[config.mk]
export PLATFORM = sky130hd
export DESIGN_NAME = mpu_data_access_checker_top
export DESIGN_NICKNAME = d
export VERILOG_FILES = /design/src/rtl/mpu_dac_pkg.sv /design/src/rtl/mpu_data_access_checker_top.sv
export SDC_FILE = /design/constraint.sdc
export NUM_CORES = 2
export LEC_CHECK = 0
export ABC_AREA = 1
export BUFFER_PORTS_ARGS = -buffer_cell sky130_fd_sc_hd__buf_4
export CORE_AREA = 2 2 491 493
export DETAILED_ROUTE_END_ITERATION = 10
export DIE_AREA = 0 0 493 495
export HOLD_SLACK_MARGIN = 0.12
export PLACE_DENSITY_LB_ADDON = 0.15
export RECOVER_POWER = 25
export SETUP_SLACK_MARGIN = 0.1
export SLEW_MARGIN = 0
export SYNTH_ARGS = -nofsm -noshare
export SYNTH_HDL_FRONTEND = slang
export SYNTH_SLANG_ARGS = --single-unit
[constraint.sdc]
create_clock -name aclk -period 11.84 [get_ports aclk]
set_input_delay 2.368 -clock aclk [delete_from_list [all_inputs] [get_ports aclk]]
set_output_delay 2.368 -clock aclk [all_outputs]
set_load 0.005 [all_outputs]
[src/rtl/mpu_dac_pkg.sv]
// Types, codes and default sizes for the MPU data access checker.
package mpu_dac_pkg;

    localparam int DEF_DATA_REGIONS    = 16;
    localparam int DEF_PROTECTION_SETS = 6;
    localparam int DEF_ADDRESS_BITS    = 32;

    // Field widths of the stream words
    localparam int OP_W     = 2;
    localparam int REGION_W = 4;
    localparam int SET_W    = 3;
    localparam int FADDR_W  = 32;
    localparam int MASK_W   = 16;
    localparam int VERD_W   = 2;

    localparam int S_TUSER_W = OP_W + 1;
    localparam int S_TDATA_W = 152;
    localparam int M_TDATA_W = 8;

    typedef logic [OP_W-1:0]   op_t;
    typedef logic [VERD_W-1:0] verdict_t;

    localparam op_t OP_BOUNDS     = 2'd0;
    localparam op_t OP_READ_MASK  = 2'd1;
    localparam op_t OP_WRITE_MASK = 2'd2;
    localparam op_t OP_CHECK      = 2'd3;

    localparam verdict_t VERDICT_DONE   = 2'd0;
    localparam verdict_t VERDICT_PERMIT = 2'd1;
    localparam verdict_t VERDICT_DENY   = 2'd2;

endpackage

[src/rtl/mpu_data_access_checker_top.sv]
// MPU data access checker: region bounds, per-set masks and access check.
//
//  channel   dir  fields
//  s_*       in   tuser: op, is_write   tdata: region_index .. length
//  m_*       out  tdata: verdict
//  cfg_*     in   protection_enable, single register, write only
//
// One word per cycle sustained while m_ is not stalled. An accepted word goes
// through the input register, comparators across all regions and the result
// register. Table writes take effect as the word leaves the input
// register, so later checks always see them. Reset clears the tables and both
// pipeline valids. A stall on m_ holds the result and the word behind it.
module mpu_data_access_checker_top #(
    parameter int DATA_REGIONS    = mpu_dac_pkg::DEF_DATA_REGIONS,
    parameter int PROTECTION_SETS = mpu_dac_pkg::DEF_PROTECTION_SETS,
    parameter int ADDRESS_BITS    = mpu_dac_pkg::DEF_ADDRESS_BITS
) (
    input  logic                             aclk,
    input  logic                             aresetn,
    input  logic                             cfg_wr_en,
    input  logic                             cfg_wr_data,
    input  logic                             s_tvalid,
    output logic                             s_tready,
    // [3:0] region_index, [6:4] prot_set, [38:7] lower_bound,
    // [70:39] upper_bound, [86:71] enable_mask, [118:87] address,
    // [150:119] length, [151] zero
    input  logic [mpu_dac_pkg::S_TDATA_W-1:0] s_tdata,
    // [1:0] op, [2] is_write
    input  logic [mpu_dac_pkg::S_TUSER_W-1:0] s_tuser,
    output logic                             m_tvalid,
    input  logic                             m_tready,
    // [1:0] verdict, [7:2] zero
    output logic [mpu_dac_pkg::M_TDATA_W-1:0] m_tdata
);
    import mpu_dac_pkg::*;

    localparam int ADDR_W = ADDRESS_BITS;

    // configuration
    logic prot_en_reg;

    // input register
    logic                s1_valid_reg;
    op_t                 s1_op_reg;
    logic                s1_is_write_reg;
    logic [REGION_W-1:0] s1_region_reg;
    logic [SET_W-1:0]    s1_set_reg;
    logic [FADDR_W-1:0]  s1_lower_reg;
    logic [FADDR_W-1:0]  s1_upper_reg;
    logic [MASK_W-1:0]   s1_mask_reg;
    logic [FADDR_W-1:0]  s1_address_reg;
    logic [FADDR_W-1:0]  s1_length_reg;

    // tables
    logic [ADDR_W-1:0]       lower_reg [DATA_REGIONS];
    logic [ADDR_W-1:0]       upper_reg [DATA_REGIONS];
    logic [DATA_REGIONS-1:0] rd_mask_reg [PROTECTION_SETS];
    logic [DATA_REGIONS-1:0] wr_mask_reg [PROTECTION_SETS];

    // result register
    logic     out_valid_reg;
    verdict_t verdict_reg;
    verdict_t verdict_next;

    logic                    out_adv;
    logic                    s1_fire;
    logic [ADDR_W-1:0]       acc_start;
    logic [ADDR_W-1:0]       size;
    logic [ADDR_W-1:0]       acc_end;
    logic [DATA_REGIONS-1:0] enabled;
    logic                    hit;

    assign out_adv  = !out_valid_reg || m_tready;
    assign s1_fire  = s1_valid_reg && out_adv;
    assign s_tready = !s1_valid_reg || out_adv;
    assign m_tvalid = out_valid_reg;
    assign m_tdata  = {{(M_TDATA_W - VERD_W){1'b0}}, verdict_reg};

    always_ff @(posedge aclk) begin
        if (!aresetn) begin
            prot_en_reg <= 1'b0;
        end else if (cfg_wr_en) begin
            prot_en_reg <= cfg_wr_data;
        end
    end

    always_ff @(posedge aclk) begin
        if (!aresetn) begin
            s1_valid_reg <= 1'b0;
        end else if (s_tready) begin
            s1_valid_reg <= s_tvalid;
        end
    end

    always_ff @(posedge aclk) begin
        if (s_tready && s_tvalid) begin
            s1_op_reg       <= s_tuser[OP_W-1:0];
            s1_is_write_reg <= s_tuser[OP_W];
            s1_region_reg   <= s_tdata[3:0];
            s1_set_reg      <= s_tdata[6:4];
            s1_lower_reg    <= s_tdata[38:7];
            s1_upper_reg    <= s_tdata[70:39];
            s1_mask_reg     <= s_tdata[86:71];
            s1_address_reg  <= s_tdata[118:87];
            s1_length_reg   <= s_tdata[150:119];
        end
    end

    // table writes, applied as the word moves on to the result register
    always_ff @(posedge aclk) begin
        if (!aresetn) begin
            for (int r = 0; r < DATA_REGIONS; r++) begin
                lower_reg[r] <= '0;
                upper_reg[r] <= '0;
            end
            for (int p = 0; p < PROTECTION_SETS; p++) begin
                rd_mask_reg[p] <= '0;
                wr_mask_reg[p] <= '0;
            end
        end else if (s1_fire) begin
            for (int r = 0; r < DATA_REGIONS; r++) begin
                if (s1_op_reg == OP_BOUNDS && 32'(s1_region_reg) == r) begin
                    lower_reg[r] <= ADDR_W'(s1_lower_reg);
                    upper_reg[r] <= ADDR_W'(s1_upper_reg);
                end
            end
            for (int p = 0; p < PROTECTION_SETS; p++) begin
                if (32'(s1_set_reg) == p) begin
                    if (s1_op_reg == OP_READ_MASK) begin
                        rd_mask_reg[p] <= DATA_REGIONS'(s1_mask_reg);
                    end
                    if (s1_op_reg == OP_WRITE_MASK) begin
                        wr_mask_reg[p] <= DATA_REGIONS'(s1_mask_reg);
                    end
                end
            end
        end
    end

    // range check against every region in parallel
    always_comb begin
        acc_start = ADDR_W'(s1_address_reg);
        size      = ADDR_W'(s1_length_reg);
        acc_end   = acc_start + size;
        // a set beyond the table leaves the mask empty
        enabled   = '0;
        for (int p = 0; p < PROTECTION_SETS; p++) begin
            if (32'(s1_set_reg) == p) begin
                enabled = s1_is_write_reg ? wr_mask_reg[p] : rd_mask_reg[p];
            end
        end
        hit = 1'b0;
        for (int r = 0; r < DATA_REGIONS; r++) begin
            if (enabled[r] && lower_reg[r] != upper_reg[r] &&
                acc_start >= lower_reg[r] && acc_end <= upper_reg[r]) begin
                hit = 1'b1;
            end
        end
    end

    always_comb begin
        priority if (s1_op_reg != OP_CHECK) begin
            verdict_next = VERDICT_DONE;
        end else if (!prot_en_reg) begin
            verdict_next = VERDICT_PERMIT;
        end else if (size == '0) begin
            verdict_next = VERDICT_PERMIT;
        end else if (acc_end < acc_start) begin
            // wrapped, including an end exactly at the top of the space
            verdict_next = VERDICT_DENY;
        end else begin
            verdict_next = hit ? VERDICT_PERMIT : VERDICT_DENY;
        end
    end

    always_ff @(posedge aclk) begin
        if (!aresetn) begin
            out_valid_reg <= 1'b0;
        end else if (out_adv) begin
            out_valid_reg <= s1_valid_reg;
        end
    end

    always_ff @(posedge aclk) begin
        if (s1_fire) begin
            verdict_reg <= verdict_next;
        end
    end

endmodule

==> key figures <==
Finish
  • Fin util: 0.396
  • Cell Count, Final, Fillers Out: approximately 12000
  • Most common cell after layout, fill and taps aside: nand2_1
  • Layout cells sized above 1: 0.0671
  • Final-stage net count: 10300
  • P&R area growth vs syn: 13.7%
  • Post-route cell area: about 0.095 mm2
  • Commonest non-fill, non-tap cells in the layout: 1617 x nand2_1, 1382 x nor2_1, 1372 x edfxtp_1

Yosys
  • Synth Warn #: 0
  • Post-Syn Instances: slightly below 9000
  • Synth Cell Area: about 0.083 mm2
  • Synth async-reset ratio: 0
  • Main flop type after synthesis: edfxtp_1
  • Number of synthesized flops with an enable pin: approximately 1400
  • Top cells by area, synth: edfxtp_1 49%, ha_1 16%, nand2_1 7.4%, nor2_1 6.2%, inv_1 6.2%
  • Synth Register Bits: between 1000 and 1500
  • Synth top area share: 0.494
  • Synth area leader: edfxtp_1
  • Register area share after synthesis: 0.495
  • Syn avg cell area: approximately 9.5 um2
  • Netlist cell types: 45

Floorplanning
  • Ports: around 170
  • Core area: between 0.2 and 0.25 mm2
  • Starting Density: 0.348
  • Row count: 180
  • Die H: approximately 500 um
  • Die Wd: 493 um
  • Area of the die: 0.244 mm2

Placement
  • Port Buffers: 163
  • Dpl hpwl: roughly 190000 um
  • GP Congestion: 0.885
  • Post-Place Setup Slack: around 5200 ps
  • DP Cell Count: about 12000
  • Dpl cell area: 0.0894 mm2

Worst hold path
  • Hold Crit Class: flip-flop to flip-flop

Timing
  • Setup-failing EPs final: 0
  • Tmin final: between 7000 and 8000 ps
  • Max_slew headroom: -1.61
  • Slew Viols, Final: 192
  • Clock Skew: roughly 42 ps
  • RSZ-0062 raised after global routing: false
  • Period utilisation layout: 0.626
  • Fmax achieved: between 100 and 150 MHz
  • Final Hold Vio Count: 0
  • Setup TNS: 0 ps
  • Worst-margin pin slew: a little under 4000 ps
  • Hold_ws: between 500 and 600 ps
  • Final worst setup slack: roughly 4400 ps

Critical path
  • Critical Path End: s1_upper_reg[30]
  • Critical Path Max Stage Delay: roughly 2900 ps
  • R2r worst-path depth: 26
  • Arr. time, crit path: between 7000 and 8000 ps
  • CP Max Fanout: 75
  • CP Cell Sequence: clkbuf_4 -> inv_1 -> nand3_1 -> nand2_1 -> clkinvlp_2 -> clkbuf_1 -> buf_4
  • Crit path capture type: flip-flop
  • Cell family with most CP delay: buffers and inverters
  • Critical-path top delay cell: clkinvlp_2
  • Startpoint Class: input port
  • WP data required: roughly 12000 ps
  • Critical Path Start: m_tready
  • WP buf/inv: 5
  • Worst R2R End: verdict_reg[0]
  • Instance count on the critical path: 7
  • Worst r2r src: acc_start[2]
  • FF-to-FF setup slack: 5280 ps
  • Critical path class: input port to flip-flop

Power and ir drop
  • P_sw: around 4.1 mW
  • Leakage Power: 41.5 nW
  • Part of the power in registers: 0.420
  • Internal power: approximately 9.6 mW
  • Tot Pwr: ~14 mW
  • Power share of the combinational group: 0.198
  • Power Density: approximately 140 mW/mm2
  • Switching share of power: 0.299
  • Maximum VDD drop: ~150 uV
  • Clk pwr share: 0.382

Global route
  • Antenna violations before repair: 6
  • First-pass GRT wire length: 379000 um
  • GRT Util Overall: 0.212
  • GRT overflow: 0
  • Largest net degree at the start of global routing: 79
  • Vias in the first global route: 60600

Job
  • Maxcap violations: 4

Detailed routing
  • Routed Antenna Nets: 0
  • TritonRoute pass-1 iters: 8
  • Drt via density: a little under 5
  • Initial drt markers: just under 4000
  • Via Count: about 60000
  • Total wire length: around 260000 um
  • Routed WL per cell: approximately 21 um
  • # DRC: 28

CTS
  • Setup bufs post-CTS: 0
  • CTS root buf: clkbuf_16
  • Num CTS Buffers: approximately 170
  • CTS tree: yes
  • Clock Latency Late Sink: between 800 and 900 ps
  • Hold Buf Count CTS: 0
  • H-tree levels: 4
  • Cts repair resizes: 0
  • Sink Count: around 1400
  • Max clock buf depth: 3
  • Clock-pin slew on the worst setup and hold paths: 50 ps

Run status
  • Violated checks: design-rule violations, max-capacitance violations, max-slew violations
  • Status: finished, violations left
## area by class of cell
cell class,instances,area [um2]
Multi-Input combinational cell,5844,36400
Antenna cell,1,2.50
Clock inverter,102,1130
Timing Repair Buffer,343,2410
Fill cell,23600,144000
Tap cell,3185,3990
Sequential cell,1375,41300
Clock buffer,200,4350
Inverter,1370,5140
## cell families (layout without fill, tap and decap cells)
group,after synthesis,count (layout),synth area share
adder cells (fa/ha/maj),1086,1086,0.163
XOR/XNOR,458,458,0.0481
other,1,7,0.0000450
AND/OR/NAND/NOR,3389,3389,0.162
flip-flops,1375,1375,0.495
buffers and inverters,1578,2015,0.0727
AO/OA/AOI/OAI,905,905,0.0588
## per-layer routing
metal	global-route usage	part of all wire	up-vias
li1	-	-	29600
met1	0.274	0.45	28900
met2	0.361	0.48	1207
met3	0.0251	0.040	372
met4	0.0786	0.039	2
met5	0	0.000050	-
## how the worst min path moves through the flow
stage	cells past startpoint	startpoint	slack (ps)	endpoint
global placement	2	s1_valid_reg	540	s1_valid_reg
global route	4	prot_en_reg	600	prot_en_reg
floorplan	2	m_tvalid	490	m_tvalid
CTS	2	s1_valid_reg	570	s1_valid_reg
detailed placement	4	prot_en_reg	560	prot_en_reg
finish	2	s1_valid_reg	560	s1_valid_reg
## worst min-delay path: stages, from the launching register on
cell     delay [ps]
dfxtp_1         310
nand3_1         120
a21oi_1          80
## power groups by stage
stage | sequential [mW] | combinational (mW) | clock [mW]
4_1_cts | 5.73 | 2.75 | 5.34
3_3_place_gp | 5.82 | 2.65 | 0
3_5_place_dp | 5.83 | 2.73 | 0
2_1_floorplan | 5.82 | 1.65 | 0
6_report | 5.73 | 2.71 | 5.21
5_1_grt | 5.75 | 3.08 | 5.51
## cells in the mapped netlist (all sizes together), types with 2 or more instances
master / n
nand2: 1635
nor2: 1384
edfxtp: 1372
inv: 1370
ha: 1085
a21oi: 602
xnor2: 260
xor2: 198
o21ai: 158
nand4: 152
clkbuf: 142
nand3: 101
nor3: 79
o21a: 74
buf: 66
o21bai: 26
o211ai: 22
nor4: 19
or2: 15
a21o: 12
a31oi: 5
dfxtp: 3
a211oi: 2
and3: 2
o221ai: 2
(Power assumes the default switching activity.)
